[config.mk]
export PLATFORM = sky130hd
export DESIGN_NAME = csg_phase
export DESIGN_NICKNAME = d
export VERILOG_FILES = /design/src/rtl/csg_pkg.sv /design/src/rtl/csg_phase.sv
export SDC_FILE = /design/constraint.sdc
export NUM_CORES = 1
export LEC_CHECK = 0
export BUFFER_PORTS_ARGS = -buffer_cell sky130_fd_sc_hd__buf_2
export CAP_MARGIN = 20
export CORE_MARGIN = 2
export CORE_UTILIZATION = 55
export DETAILED_ROUTE_END_ITERATION = 10
export GPL_TIMING_DRIVEN = 1
export PLACE_DENSITY = 0.72
export SYNTH_ARGS = -nofsm -noshare
export SYNTH_HDL_FRONTEND = slang
export SYNTH_SLANG_ARGS = --single-unit
[constraint.sdc]
create_clock -name clk_i -period 8 [get_ports clk_i]
set_input_delay 0.4 -clock clk_i [delete_from_list [all_inputs] [get_ports clk_i]]
set_output_delay 0.4 -clock clk_i [all_outputs]
set_load 0.05 [all_outputs]
[src/rtl/csg_pkg.sv]
// Shared types, constants and arithmetic helpers of the chirp symbol generator.
`default_nettype none

package csg_pkg;

  localparam int POS_W     = 12;
  localparam int OFFSET_W  = 12;
  localparam int ANG_W     = 32;
  localparam int CFG_W     = 32;
  localparam int CFG_IDX_W = 2;
  localparam int LOG2_W    = 4;
  localparam int Q_W       = 31;

  localparam logic [CFG_IDX_W-1:0] REG_LOG2 = 2'd0;
  localparam logic [CFG_IDX_W-1:0] REG_BW   = 2'd1;

  localparam logic [LOG2_W-1:0] LOG2_RESET = 4'd7;
  localparam logic [LOG2_W-1:0] LOG2_MIN   = 4'd5;
  localparam logic [CFG_W-1:0]  BW_RESET   = 32'h8000_0000;

  localparam logic [ANG_W-1:0] QUARTER_TURN = 32'h4000_0000;
  localparam logic [Q_W-1:0]   Q30_ONE      = 31'h4000_0000;

  localparam logic [Q_W-1:0] SIN_COEF [5] = '{
    31'd1686629713, 31'd693598670, 31'd85569304, 31'd5026995, 31'd172271
  };

  typedef struct packed {
    logic             valid;
    logic             down;
    logic             last;
    logic [POS_W-1:0] position;
  } ctl_t;

  function automatic logic [Q_W-1:0] mul_q30(input logic [Q_W-1:0] a,
                                             input logic [Q_W-1:0] b);
    logic [2*Q_W-1:0] prod;
    prod = a * b;
    return prod[2*Q_W-2:Q_W-1];
  endfunction

endpackage

`default_nettype wire

[src/rtl/csg_phase.sv]
// Sample counter, increment multiplier and phase accumulator of the chirp symbol generator.
`default_nettype none

module csg_phase import csg_pkg::*; #(
  parameter int MAX_LOG2_SAMPLES = 12,
  parameter int PHASE_BITS       = 32
) (
  input  wire logic                clk_i,
  input  wire logic                rst_ni,
  input  wire logic                en_i,
  input  wire logic                accept_i,
  input  wire logic                action_i,
  input  wire logic                symbol_start_i,
  input  wire logic [OFFSET_W-1:0] bin_offset_i,
  input  wire logic [LOG2_W-1:0]   log2_cfg_i,
  input  wire logic [CFG_W-1:0]    bw_cfg_i,
  output logic      [ANG_W-1:0]    ang_o,
  output ctl_t                     ctl_o
);

  localparam int CNT_W  = MAX_LOG2_SAMPLES;
  localparam int PROD_W = PHASE_BITS + CNT_W;
  localparam int UP_SH  = (PHASE_BITS > ANG_W) ? PHASE_BITS - ANG_W : 0;
  localparam int DN_SH  = (PHASE_BITS < ANG_W) ? ANG_W - PHASE_BITS : 0;

  logic [LOG2_W-1:0]     lg;
  logic [CNT_W-1:0]      nmask;
  logic [CNT_W-1:0]      idx;
  logic [CNT_W-1:0]      off;
  logic [CNT_W-1:0]      k_d;
  logic [CNT_W-1:0]      count_q, count_d;
  logic [PHASE_BITS-1:0] bwp;
  logic [PHASE_BITS-1:0] phase_q, phase_d;
  logic [PHASE_BITS-1:0] base;
  logic [PHASE_BITS-1:0] inc;
  logic [ANG_W-1:0]      ang_d;
  logic [ANG_W-1:0]      ang_q;
  logic [CNT_W-1:0]      k0_q;
  logic [PROD_W-1:0]     prod1_q;
  logic                  start0_q, start1_q;
  ctl_t                  ctl_d, ctl0_q, ctl1_q, ctl2_q;

  always_comb begin
    if (log2_cfg_i < LOG2_MIN) begin
      lg = LOG2_MIN;
    end else if (log2_cfg_i > LOG2_W'(MAX_LOG2_SAMPLES)) begin
      lg = LOG2_W'(MAX_LOG2_SAMPLES);
    end else begin
      lg = log2_cfg_i;
    end
  end

  assign nmask   = ~({CNT_W{1'b1}} << lg);
  assign idx     = (symbol_start_i ? '0 : count_q) & nmask;
  assign off     = action_i ? '0 : CNT_W'(bin_offset_i);
  assign k_d     = (off + idx) & nmask;
  assign count_d = (idx + 1'b1) & nmask;

  always_comb begin
    ctl_d          = '0;
    ctl_d.valid    = accept_i;
    ctl_d.down     = action_i;
    ctl_d.last     = (idx == nmask);
    ctl_d.position = POS_W'(idx);
  end

  if (PHASE_BITS >= ANG_W) begin : g_wide
    assign bwp   = PHASE_BITS'(bw_cfg_i) << UP_SH;
    assign ang_d = base[PHASE_BITS-1 -: ANG_W];
  end else begin : g_narrow
    assign bwp   = PHASE_BITS'(bw_cfg_i >> DN_SH);
    assign ang_d = ANG_W'(base) << DN_SH;
  end

  assign base    = start1_q ? '0 : phase_q;
  assign inc     = PHASE_BITS'(prod1_q >> lg) - (bwp >> 1);
  assign phase_d = base + inc;

  always_ff @(posedge clk_i or negedge rst_ni) begin
    if (!rst_ni) begin
      count_q <= '0;
      phase_q <= '0;
      ctl0_q  <= '0;
      ctl1_q  <= '0;
      ctl2_q  <= '0;
    end else begin
      if (accept_i) begin
        count_q <= count_d;
      end
      if (en_i && ctl1_q.valid) begin
        phase_q <= phase_d;
      end
      if (en_i) begin
        ctl0_q <= ctl_d;
        ctl1_q <= ctl0_q;
        ctl2_q <= ctl1_q;
      end
    end
  end

  always_ff @(posedge clk_i) begin
    if (en_i) begin
      k0_q     <= k_d;
      start0_q <= symbol_start_i;
      prod1_q  <= bwp * k0_q;
      start1_q <= start0_q;
      ang_q    <= ang_d;
    end
  end

  assign ang_o = ang_q;
  assign ctl_o = ctl2_q;

endmodule

`default_nettype wire

==> key figures <==
Clock network
  – Inserted Clock Buffers: 17
  – # resized after CTS: 0
  – Worst-path clk slew: 0.09 ns
  – CTS tree: yes
  – Worst-skew pair later-pin latency: 0.46 ns
  – Clk sinks: 174
  – Clk root buf: clkbuf_16
  – Clk buf depth: 2
  – CTS H-tree depth: 4
  – # Post-CTS Setup Buffers: 0

Yosys
  – Main synth FF type: dfrtp_1
  – Synth Warn #: 0
  – Post-synth top area share: 0.296
  – Cells after Synth: 2399
  – Post-synth EDFFs: 85
  – Post-Synthesis Cell Area: 22400 um^2
  – Share of the yosys chip area belonging to registers: 0.213
  – Synth area leaders: fa_1, edfxtp_1, dfrtp_1
  – Post-synth ARST share: 0.511
  – Syn nets: 2911
  – Synth cell types: 74
  – Synthesis-stage register bit count: 174
  – Area leader, netlist: fa_1
  – Synth Area per Inst: 9.36 um^2

Timing
  – Slew Viols, Final: 0
  – Least-Margin Pin Slew: 1.11 ns
  – Achievable Freq: 149 MHz
  – Slew margin rel.: 0.261
  – Min Clock Period, post-route: 6.73 ns
  – Clock skew: 0.0184 ns
  – Setup total negative slack: 0 ns
  – Final hold violation count: 0
  – Unrepaired setup endpoints after global routing: false
  – Final setup fails: 0
  – Period utilisation layout: 0.842

Floorplanning
  – Die width: 206 um
  – Row count: 74
  – Die area: 42400 um^2
  – Die height: 206 um
  – Initial core utilization: 0.553
  – Core area: 40600 um^2
  – IO Pins: 101

Global route
  – Initial antenna violation count: 2
  – Largest net degree at the start of global routing: 75
  – GR Util All Layers: 0.273
  – First-pass GRT wire length: 89900 um
  – Vias in the first global route: 17600
  – Overflow after GRT: 0

Detailed routing
  – DRT iter0 DRCs: 1169
  – Post-route ant nets: 0
  – Vias/cell: 5.61
  – Post-Route WL: 54600 um
  – Drt wl/cell: 18.4 um
  – Residual DRC count: 0
  – Vias: 16700
  – Total iterations of the first detailed-routing run: 7

Outcome
  – Status: finished, final reports clean

Power and ir drop
  – Worst VDD drop: 309 uV
  – Pwr dens: 416 nW/um^2
  – Leak Pwr: 11.8 nW

Setup path
  – Critical-path cell list: nand2_1, fa_1, fa_1, inv_1, fa_1, fa_1, inv_1, fa_1, inv_1, ha_1, nand3_1, nor2_1, a41oi_1, a31oi_1, a21o_1, nand2_1, a21boi_2, a221oi_2, o211a_1, a211o_1
  – Setup CP Type: flop to flop
  – Crit-path max FO: 24
  – Buffer and inverter count on the worst path: 3
  – Worst reg2reg path depth: 20
  – WP data arrival: 6.94 ns
  – CP most frequent cell: fa_1
  – Levels on crit path: 20
  – Slowest CP cell: edfxtp_1
  – Critical path's largest stage delay: 1.09 ns
  – CP Launch Type: flop
  – Cell family with most CP delay: adder cells
  – Critical path endpoint category: flop
  – CP required: 8.21 ns

Run
  – Max-Cap Viols: 0

Final layout
  – Area grow syn2layout: 6.96%
  – Commonest non-fill, non-tap cell in the layout: inv_1
  – Util after Layout: 0.592
  – Non-filler cells in the finished layout: 2970
  – Fraction of layout cells with a size suffix above 1: 0.0981
  – # nets final: 2936
  – Most frequent cells in the layout: inv_1, nand2_1, fa_1
  – Post-route design area: 24000 um^2

Placed design
  – Post-Place Cells: 2936
  – Detailed Place HPWL: 42900 um
  – Routability congestion estimate from global placement: 0.918
  – Port bufs: 100
  – Placed cell area: 23400 um^2

Hold path
  – Hold Path Class: input port to async pin
==> routing by layer <==
layer / part of all wire / track usage
met5: 0 / 0
met3: 0.048 / 0.0364
met4: 0.040 / 0.111
met2: 0.51 / 0.483
met1: 0.40 / 0.337
==> repair_timing <==
action	in CTS	in global routing
hold buffers	1	0
endpoints found under the setup margin	0	0
endpoints found under the hold margin	16	0
==> logic make-up after synthesis <==
group           count (synthesis)  share of synthesized area
mux                           125                     0.0642
compound gates                318                     0.0908
buf+inv                       521                     0.0876
fa+ha+maj                     458                      0.366
flops                         174                      0.213
xor+xnor                       69                     0.0273
simple gates                  734                      0.151
==> registers in the layout (all words and copies together) (netlist names) <==
register / cells
ang_o: 32
count_q: 12
ctl0_q: 15
ctl1_q: 15
ctl_o: 15
k0_q: 12
phase_q: 32
prod1_q: 39
start0_q: 1
start1_q: 1
==> where the power goes <==
part / switching, mW / internal, mW
logic: 4.35 / 3.12
registers: 0.173 / 1.46
clock network: 0.462 / 0.440
==> area by class of cell <==
class	count	area (um^2)
sequential	174	4780
fill	3532	16500
multi-input combinational	1704	15700
timing repair buffer	126	703
clock inverter	15	216
clock buffer	17	425
tap	532	666
antenna	1	2.50
inverter	401	1510
==> per-stage QoR <==
step / power (mW) / setup WS (ns) / hold WS, ns
after floorplan: 7.31 / 2.34 / 0.104
after global placement: 8.88 / 1.64 / 0.285
after detailed placement: 9.04 / 1.36 / 0.287
after CTS: 9.99 / 1.33 / 0.363
after global routing: 11.0 / 0.910 / 0.383
final: 10.0 / 1.27 / 0.366
==> synthesized netlist by cell type (10+ instances only) <==
master	number
a21o_1	31
a21oi_1	92
a31oi_1	16
and2_1	108
buf_1	10
clkbuf_1	102
dfrtp_1	89
edfxtp_1	85
fa_1	332
ha_1	126
inv_1	398
mux2_2	51
mux2i_1	64
mux4_2	10
nand2_1	392
nand2b_1	16
nand3_1	24
nor2_1	86
nor2b_1	53
nor3_1	18
nor3b_1	10
o21a_1	13
o21ai_0	83
o21bai_1	10
xnor2_1	42
xor2_1	26
==> path summary, 6_finish.rpt <==
check,from,end,slack (ns)
max,k0_q[5],prod1_q[43],1.27
min,rst_ni,phase_q[15],0.37
max reg2reg,k0_q[5],prod1_q[43],1.27
min reg2reg,start0_q,start1_q,0.44
max in group asynchronous,rst_ni,ctl0_q[14],6.46
min in group clk_i,bin_offset_i[0],k0_q[0],0.37
==> worst register-to-register path: cells and delay by family, from the launching register on <==
kind | cells | cell delay (ns)
buf+inv | 3 | 0.15
simple gates | 4 | 0.72
flops | 1 | 1.09
compound gates | 7 | 1.68
fa+ha+maj | 6 | 2.84
No activity file was read; power rests on OpenSTA's default activity.
